[config.mk]
export PLATFORM = sky130hd
export DESIGN_NAME = yuyv_to_rgb_converter
export DESIGN_NICKNAME = d
export VERILOG_FILES = /design/src/rtl/y2r_pkg.sv /design/src/rtl/yuyv_to_rgb_converter.sv /design/src/rtl/y2r_chroma.sv /design/src/rtl/y2r_lane.sv
export SDC_FILE = /design/constraint.sdc
export NUM_CORES = 2
export LEC_CHECK = 0
export ABC_CLOCK_PERIOD_IN_PS = 6700
export BUFFER_PORTS_ARGS = -buffer_cell sky130_fd_sc_hd__buf_2
export CAP_MARGIN = 20
export CORE_MARGIN = 2
export CORE_UTILIZATION = 56
export CTS_BUF_LIST = sky130_fd_sc_hd__clkbuf_2 sky130_fd_sc_hd__clkbuf_4 sky130_fd_sc_hd__clkbuf_8
export DETAILED_ROUTE_END_ITERATION = 10
export PLACE_DENSITY = 0.77
export SLEW_MARGIN = 20
export SYNTH_ARGS = -nofsm -noshare
export SYNTH_HDL_FRONTEND = slang
export SYNTH_SLANG_ARGS = --single-unit
[constraint.sdc]
create_clock -name aclk -period 6.7 [get_ports aclk]
set_clock_uncertainty 0.05 [all_clocks]
set_input_delay 1.34 -clock aclk [delete_from_list [all_inputs] [get_ports aclk]]
set_output_delay 1.34 -clock aclk [all_outputs]
set_load 0.02 [all_outputs]
[src/rtl/y2r_pkg.sv]
// ----------------------------------------------------------------------------
// y2r_pkg
// Shared constants, coefficient helper and types for the YUYV to RGB converter.
// ----------------------------------------------------------------------------
`default_nettype none

package y2r_pkg;

    // Fraction bits of the fixed-point color coefficients.
    localparam int COEF_FRAC_BITS = 16;

    // Coefficient width: one integer bit, since every coefficient is below 2.
    localparam int COEF_W = COEF_FRAC_BITS + 1;

    // Width of the signed products and sums.
    // The magnitude stays below 2^10 * 2^F, so F + 12 bits leaves margin.
    localparam int SUM_W = COEF_FRAC_BITS + 12;

    localparam int PIX_W  = 8;
    localparam int GAIN_W = 9;
    localparam int CHR_W  = PIX_W + 1;

    // Coefficients in millionths.
    localparam longint unsigned MILLI_RV = 64'd1370705;
    localparam longint unsigned MILLI_GV = 64'd698001;
    localparam longint unsigned MILLI_GU = 64'd337633;
    localparam longint unsigned MILLI_BU = 64'd1732446;

    localparam logic [GAIN_W-1:0] GAIN_RESET = GAIN_W'(220);
    localparam logic [PIX_W-1:0]  PIX_MAX    = '1;
    localparam logic [PIX_W-1:0]  CHR_OFFSET = PIX_W'(128);

    // Round a coefficient given in millionths to fixed point.
    function automatic logic [COEF_W-1:0] fixed_coef(input longint unsigned millionths);
        longint unsigned scaled;
        scaled = millionths << COEF_FRAC_BITS;
        return COEF_W'((scaled + 64'd500000) / 64'd1000000);
    endfunction

    localparam logic [COEF_W-1:0] COEF_RV = fixed_coef(MILLI_RV);
    localparam logic [COEF_W-1:0] COEF_GV = fixed_coef(MILLI_GV);
    localparam logic [COEF_W-1:0] COEF_GU = fixed_coef(MILLI_GU);
    localparam logic [COEF_W-1:0] COEF_BU = fixed_coef(MILLI_BU);

    // Chroma products shared by both pixel lanes.
    typedef struct packed {
        logic signed [SUM_W-1:0] rv;
        logic signed [SUM_W-1:0] gv;
        logic signed [SUM_W-1:0] gu;
        logic signed [SUM_W-1:0] bu;
    } y2r_prod_t;

    // Stage load enables from the pipeline control.
    typedef struct packed {
        logic en_mul;
        logic en_sum;
        logic en_out;
    } y2r_ctl_t;

    // One RGB pixel.
    typedef struct packed {
        logic [PIX_W-1:0] red;
        logic [PIX_W-1:0] green;
        logic [PIX_W-1:0] blue;
    } y2r_rgb_t;

endpackage

`default_nettype wire

[src/rtl/yuyv_to_rgb_converter.sv]
// ----------------------------------------------------------------------------
// yuyv_to_rgb_converter
// Converts one YUYV 4:2:2 word into two RGB888 pixels with an output gain.
// ----------------------------------------------------------------------------
//
//   Channel  Direction  Handshake            Word contents
//   s_       in         s_valid / s_ready    Y0, U, Y1, V, end flag
//   m_       out        m_valid / m_ready    RGB first, RGB second, end flag
//   cfg_     in         cfg_wr_en            output gain (9 bits)
//
// Three stages: chroma multiply, sum and clamp, gain. A word passes the product,
// clamp and scale registers in turn; one word is taken every cycle while the
// output is drained. Each stage loads when it is empty or the next one moves,
// so a stalled output register holds only itself back until the rest fills.
// Reset is synchronous, active low, and empties every stage; the gain
// returns to 220.
// ----------------------------------------------------------------------------
`default_nettype none

module yuyv_to_rgb_converter (
    input  wire logic                          aclk,
    input  wire logic                          aresetn,

    input  wire logic                          s_valid,
    output logic                               s_ready,
    input  wire logic [y2r_pkg::PIX_W-1:0]     s_luma_first,
    input  wire logic [y2r_pkg::PIX_W-1:0]     s_chroma_blue,
    input  wire logic [y2r_pkg::PIX_W-1:0]     s_luma_second,
    input  wire logic [y2r_pkg::PIX_W-1:0]     s_chroma_red,
    input  wire logic                          s_end_in,

    output logic                               m_valid,
    input  wire logic                          m_ready,
    output logic [y2r_pkg::PIX_W-1:0]          m_red_first,
    output logic [y2r_pkg::PIX_W-1:0]          m_green_first,
    output logic [y2r_pkg::PIX_W-1:0]          m_blue_first,
    output logic [y2r_pkg::PIX_W-1:0]          m_red_second,
    output logic [y2r_pkg::PIX_W-1:0]          m_green_second,
    output logic [y2r_pkg::PIX_W-1:0]          m_blue_second,
    output logic                               m_end_out,

    input  wire logic                          cfg_wr_en,
    input  wire logic [y2r_pkg::GAIN_W-1:0]    cfg_wr_data
);

    logic [y2r_pkg::GAIN_W-1:0] gain_reg;
    logic mul_valid_reg;
    logic sum_valid_reg;
    logic out_valid_reg;
    logic [2:0] end_reg;
    y2r_pkg::y2r_ctl_t ctl;
    y2r_pkg::y2r_prod_t prod;
    y2r_pkg::y2r_rgb_t rgb_first;
    y2r_pkg::y2r_rgb_t rgb_second;

    // Stage enables: a stage loads when it is empty or its word moves on.
    always_comb begin
        ctl.en_out = !out_valid_reg || m_ready;
        ctl.en_sum = !sum_valid_reg || ctl.en_out;
        ctl.en_mul = !mul_valid_reg || ctl.en_sum;
    end

    assign s_ready = ctl.en_mul;

    // Gain register.
    always_ff @(posedge aclk) begin
        if (!aresetn) begin
            gain_reg <= y2r_pkg::GAIN_RESET;
        end else if (cfg_wr_en) begin
            gain_reg <= cfg_wr_data;
        end
    end

    // Stage valid bits.
    always_ff @(posedge aclk) begin
        if (!aresetn) begin
            mul_valid_reg <= 1'b0;
            sum_valid_reg <= 1'b0;
            out_valid_reg <= 1'b0;
        end else begin
            if (ctl.en_mul) begin
                mul_valid_reg <= s_valid;
            end
            if (ctl.en_sum) begin
                sum_valid_reg <= mul_valid_reg;
            end
            if (ctl.en_out) begin
                out_valid_reg <= sum_valid_reg;
            end
        end
    end

    // End flag rides along with the word.
    always_ff @(posedge aclk) begin
        if (ctl.en_mul) begin
            end_reg[0] <= s_end_in;
        end
        if (ctl.en_sum) begin
            end_reg[1] <= end_reg[0];
        end
        if (ctl.en_out) begin
            end_reg[2] <= end_reg[1];
        end
    end

    y2r_chroma u_chroma (
        .aclk        (aclk),
        .ctl         (ctl),
        .chroma_blue (s_chroma_blue),
        .chroma_red  (s_chroma_red),
        .prod        (prod)
    );

    y2r_lane u_lane_first (
        .aclk (aclk),
        .ctl  (ctl),
        .luma (s_luma_first),
        .prod (prod),
        .gain (gain_reg),
        .rgb  (rgb_first)
    );

    y2r_lane u_lane_second (
        .aclk (aclk),
        .ctl  (ctl),
        .luma (s_luma_second),
        .prod (prod),
        .gain (gain_reg),
        .rgb  (rgb_second)
    );

    // Merge both lanes into the output word.
    assign m_valid        = out_valid_reg;
    assign m_red_first    = rgb_first.red;
    assign m_green_first  = rgb_first.green;
    assign m_blue_first   = rgb_first.blue;
    assign m_red_second   = rgb_second.red;
    assign m_green_second = rgb_second.green;
    assign m_blue_second  = rgb_second.blue;
    assign m_end_out      = end_reg[2];

    // The input only stalls when every stage holds a word.
    assert property (@(posedge aclk) disable iff (!aresetn)
        !s_ready |-> (mul_valid_reg && sum_valid_reg && out_valid_reg))
        else $error("input stalled with an empty stage");

    // A full middle stage that cannot move keeps its word.
    assert property (@(posedge aclk) disable iff (!aresetn)
        (sum_valid_reg && !ctl.en_sum) |=> sum_valid_reg)
        else $error("middle stage lost a word while stalled");

    // Reset empties the pipeline.
    assert property (@(posedge aclk)
        !aresetn |=> (!mul_valid_reg && !sum_valid_reg && !out_valid_reg))
        else $error("pipeline not empty after reset");

endmodule

`default_nettype wire

[src/rtl/y2r_chroma.sv]
// ----------------------------------------------------------------------------
// y2r_chroma
// Removes the chroma offset and forms the four registered chroma products.
// ----------------------------------------------------------------------------
`default_nettype none

module y2r_chroma (
    input  wire logic                          aclk,
    input  wire y2r_pkg::y2r_ctl_t             ctl,
    input  wire logic [y2r_pkg::PIX_W-1:0]     chroma_blue,
    input  wire logic [y2r_pkg::PIX_W-1:0]     chroma_red,
    output y2r_pkg::y2r_prod_t                 prod
);

    logic signed [y2r_pkg::CHR_W-1:0] du;
    logic signed [y2r_pkg::CHR_W-1:0] dv;
    y2r_pkg::y2r_prod_t prod_reg;
    y2r_pkg::y2r_prod_t prod_next;

    // Signed chroma differences around the midpoint.
    assign du = $signed({1'b0, chroma_blue}) - $signed({1'b0, y2r_pkg::CHR_OFFSET});
    assign dv = $signed({1'b0, chroma_red}) - $signed({1'b0, y2r_pkg::CHR_OFFSET});

    // One small multiplier per coefficient.
    always_comb begin
        prod_next.rv = $signed({1'b0, y2r_pkg::COEF_RV}) * dv;
        prod_next.gv = $signed({1'b0, y2r_pkg::COEF_GV}) * dv;
        prod_next.gu = $signed({1'b0, y2r_pkg::COEF_GU}) * du;
        prod_next.bu = $signed({1'b0, y2r_pkg::COEF_BU}) * du;
    end

    // Product register.
    always_ff @(posedge aclk) begin
        if (ctl.en_mul) begin
            prod_reg <= prod_next;
        end
    end

    assign prod = prod_reg;

endmodule

`default_nettype wire

[src/rtl/y2r_lane.sv]
// ----------------------------------------------------------------------------
// y2r_lane
// One pixel lane: sums luma with the chroma products, clamps, applies gain.
// ----------------------------------------------------------------------------
`default_nettype none

module y2r_lane (
    input  wire logic                          aclk,
    input  wire y2r_pkg::y2r_ctl_t             ctl,
    input  wire logic [y2r_pkg::PIX_W-1:0]     luma,
    input  wire y2r_pkg::y2r_prod_t            prod,
    input  wire logic [y2r_pkg::GAIN_W-1:0]    gain,
    output y2r_pkg::y2r_rgb_t                  rgb
);

    localparam int F       = y2r_pkg::COEF_FRAC_BITS;
    localparam int INT_W   = y2r_pkg::SUM_W - F;
    localparam int SCL_W   = y2r_pkg::PIX_W + y2r_pkg::GAIN_W;
    localparam int SHR_W   = SCL_W - 8;

    logic [y2r_pkg::PIX_W-1:0] luma_reg;
    logic signed [y2r_pkg::SUM_W-1:0] base;
    logic signed [y2r_pkg::SUM_W-1:0] sum_r;
    logic signed [y2r_pkg::SUM_W-1:0] sum_g;
    logic signed [y2r_pkg::SUM_W-1:0] sum_b;
    y2r_pkg::y2r_rgb_t clamp_reg;
    y2r_pkg::y2r_rgb_t clamp_next;
    y2r_pkg::y2r_rgb_t scale_reg;
    y2r_pkg::y2r_rgb_t scale_next;

    // Truncate toward zero and clamp to the pixel range.
    function automatic logic [y2r_pkg::PIX_W-1:0] clamp_sum(
        input logic signed [y2r_pkg::SUM_W-1:0] s
    );
        logic [INT_W-2:0] whole;
        whole = s[y2r_pkg::SUM_W-2:F];
        if (s[y2r_pkg::SUM_W-1]) begin
            return '0;
        end else if (whole > (INT_W-1)'(y2r_pkg::PIX_MAX)) begin
            return y2r_pkg::PIX_MAX;
        end
        return whole[y2r_pkg::PIX_W-1:0];
    endfunction

    // Multiply by the gain, drop eight bits, saturate.
    function automatic logic [y2r_pkg::PIX_W-1:0] scale_chan(
        input logic [y2r_pkg::PIX_W-1:0]  c,
        input logic [y2r_pkg::GAIN_W-1:0] g
    );
        logic [SCL_W-1:0] p;
        logic [SHR_W-1:0] q;
        p = SCL_W'(c) * SCL_W'(g);
        q = p[SCL_W-1:8];
        if (q > SHR_W'(y2r_pkg::PIX_MAX)) begin
            return y2r_pkg::PIX_MAX;
        end
        return q[y2r_pkg::PIX_W-1:0];
    endfunction

    // Luma waits one stage to line up with the chroma products.
    always_ff @(posedge aclk) begin
        if (ctl.en_mul) begin
            luma_reg <= luma;
        end
    end

    // Channel sums with the luma scaled to the coefficient fraction.
    always_comb begin
        base  = $signed({{(INT_W - y2r_pkg::PIX_W){1'b0}}, luma_reg, {F{1'b0}}});
        sum_r = base + prod.rv;
        sum_g = base - prod.gv - prod.gu;
        sum_b = base + prod.bu;
        clamp_next.red   = clamp_sum(sum_r);
        clamp_next.green = clamp_sum(sum_g);
        clamp_next.blue  = clamp_sum(sum_b);
    end

    always_ff @(posedge aclk) begin
        if (ctl.en_sum) begin
            clamp_reg <= clamp_next;
        end
    end

    // Output gain.
    always_comb begin
        scale_next.red   = scale_chan(clamp_reg.red, gain);
        scale_next.green = scale_chan(clamp_reg.green, gain);
        scale_next.blue  = scale_chan(clamp_reg.blue, gain);
    end

    always_ff @(posedge aclk) begin
        if (ctl.en_out) begin
            scale_reg <= scale_next;
        end
    end

    assign rgb = scale_reg;

endmodule

`default_nettype wire
==> impl_metrics.toml <==
[status]
status = "completed"

[sta]
post-route-min-period_ns = 6.19
grt_setup_unrepaired = "no"
slew_viol_final = 0
setup_tns_ns = 0
post-route-period-util_pct = 92.3
hold_violations = 0
finalSetupViolations = 0
fmax_ghz = 0.162
whs_ns = 0.386
relSlewSlack_pct = 36.4
worst_slew_pin_slew_ns = 0.953
fin_ws_ns = 0.513

[cells_and_area]
multi_input_area_sq_um = 22400
nets = 4125
antenna_cells = 0
fill_cells = 4492
area_delta_synth_final_pct = 6.22
largest_reg_flops = 69
drive_gt1_share_pct = 5.97
regArea_sq_um = 5770

[clock_tree]
insertion_delay_ns = 0.58
cts_buffers = 17
holdBufCountCts = 0
cts.sinks = 196
cts_resized = 0
clock-root-buffer = "clkbuf_8"
clock_path_buffers = 2
cts_setup_buffers = 0
cts_htree_levels = 4
cts_tree = "yes"
path_clk_slew_ns = 0.11

[hold_path]
hp-class = "reg2reg"

[yosys]
ys_ff_latch = 196
synth.area.mux_share_pct = 0.495
synthesis.nets = 4021
ys_top_cells_by_count = "inv_1, ha_1, fa_1"
synth-compound-area-share_pct = 8.62
synth_top_family_by_area = "adder cells"
synth_xor_area_share_pct = 3.81
yosys.area_share.simple_pct = 12.9
ys_async_sr_fraction_pct = 0
synthesis.area_sq_um = 30600
synth_area_leaders = "fa_1, ha_1, edfxtp_1"
synth_top_area_share_pct = 25.3
ys_seq_area_share_pct = 18.8
synth_area_per_cell_sq_um = 10.0
synth.distinct_cells = 65
synthAdderAreaFrac_pct = 47.3
synth_edf_count = 184
synth_cells = 3050
yosys.area.top_type = "fa_1"
post-synth-top-count-cell = "inv_1"
yosysWarningCount = 0
ys.flop_type = "edfxtp_1"

[worst_setup_path]
cp.arrival_ns = 6.44
crit_path_end_kind = "register"
cp_cell_sequence = "buf_4 -> buf_4 -> and2_1 -> ha_1 -> inv_1 -> fa_1 -> inv_1 -> ha_1 -> inv_1 -> fa_1 -> inv_1 -> ha_1 -> a41o_1 -> a21oi_1 -> o21ai_0 -> o211a_1 -> o21a_1 -> o21a_1 -> o41ai_1 -> xnor2_1 -> o21ai_0"
r2r_setup_slack_ns = 0.51
slowest_stage = "dfxtp_1"
crit_type = "reg2reg"
max_stage_delay_ns = 0.94
worst_path_most_repeated_cell = "inv_1"
cp-start-kind = "register"
crit_fanout = 24
cp.required_ns = 6.95

[placement]
numPortBuffers = 97
place_congestion = 0.952
dpl.hpwl_um = 55500
pre_cts_ws_ns = 0.0750

[floorplan]
die_area_sq_um = 56500
num_io_pins = 98
die-height_um = 238
rows = 85
start_util_pct = 56.8
core_sq_um = 53900
die_w_um = 238

[routing]
wl_met1_um = 29600
drt_iter0_drc = 1064
wirelength_um = 67600
wl_met2_um = 32900
first_pass_iters = 6
ant_nets = 0
routed_via_density = 5.51
wl_per_cell_um = 17.5
vias = 21300
met3WireLength_um = 2890
top_layer_used = "met4"
drcViolationCount = 0

[global_routing]
grt_use_total_pct = 25.4
grt_pass1_vias = 22800
grt_antenna_before_repair = 0
grt_max_degree = 55
grt_pass1_wl_um = 114000
overflow = 0

[flow_run]
drv_cap = 0
==> cells by family after synthesis <==
group | count (synthesis)
AOI/OAI and AO/OA | 396
xor gates and xnor gates | 133
adders and majority gates | 924
buffers and inverters | 661
DFF | 196
muxes | 15
and+or+nand+nor | 725
==> worst max-delay path, delay by kind of cell (launching register included) <==
family          cells  cell delay (ns)
xor+xnor            1             0.35
buf+inv             6             0.70
simple gates        1             0.13
fa+ha+maj           5             1.75
compound gates      8             1.98
flops               1             0.94
==> metrics by stage <==
stage / cells / area (sq um) / util, %
2_1_floorplan: 3050 / 30600 / -
3_3_place_gp: 3831 / 32100 / 59.6
3_5_place_dp: 3831 / 32100 / 59.6
4_1_cts: 3863 / 32500 / 60.3
5_1_grt: 3863 / 32500 / 60.3
6_report: 3863 / 32500 / 60.3
==> placed cells by master (no fill, tap or decap), drive strengths merged, types with 4 or more instances in the layout <==
master	instances
inv	616
ha	537
fa	387
and2	342
edfxtp	184
nand2	143
buf	134
a21oi	110
xnor2	97
nor2	81
o21ai	73
o21a	60
nor3	40
xor2	36
a21o	33
o21bai	32
nor2b	24
nand2b	24
clkbuf	22
nand3	17
mux2i	14
o31a	13
dfxtp	12
a211oi	11
or3	11
or2	11
and3	10
a31o	10
o41ai	7
a211o	5
and4b	5
o211a	5
nand4	4
a21boi	4
a31oi	4
a41o	4
or4	4
clkinv	4
==> layer usage <==
| metal | track usage [%] | vias to the layer above |
|---|---|---|
| li1 | - | 10100 |
| met1 | 32.9 | 10600 |
| met2 | 43.3 | 446 |
| met3 | 4.04 | 104 |
| met4 | 9.09 | 0 |
| met5 | 0 | - |
==> path summary, 6_finish.rpt <==
kind | startpoint | endpoint | depth (start not counted)
max | gain_reg[1] | u_lane_first.rgb[16] | 21
min | end_reg[0] | end_reg[1] | 0
max reg2reg | gain_reg[1] | u_lane_first.rgb[16] | 21
min reg2reg | end_reg[0] | end_reg[1] | 0
==> layout make-up <==
| class | instances | share of cell area, % |
|---|---|---|
| Multi-Input combinational cell | 2193 | 68.8 |
| Sequential cell | 196 | 17.7 |
| Inverter | 612 | 7.07 |
| Tap cell | 696 | 2.68 |
| Timing Repair Buffer | 134 | 2.46 |
| Clock buffer | 22 | 0.854 |
| Clock inverter | 10 | 0.373 |
Power is left out: the tool's default activity adds up to more than one toggle a clock period on the data nets, which glitch-free logic cannot reach.
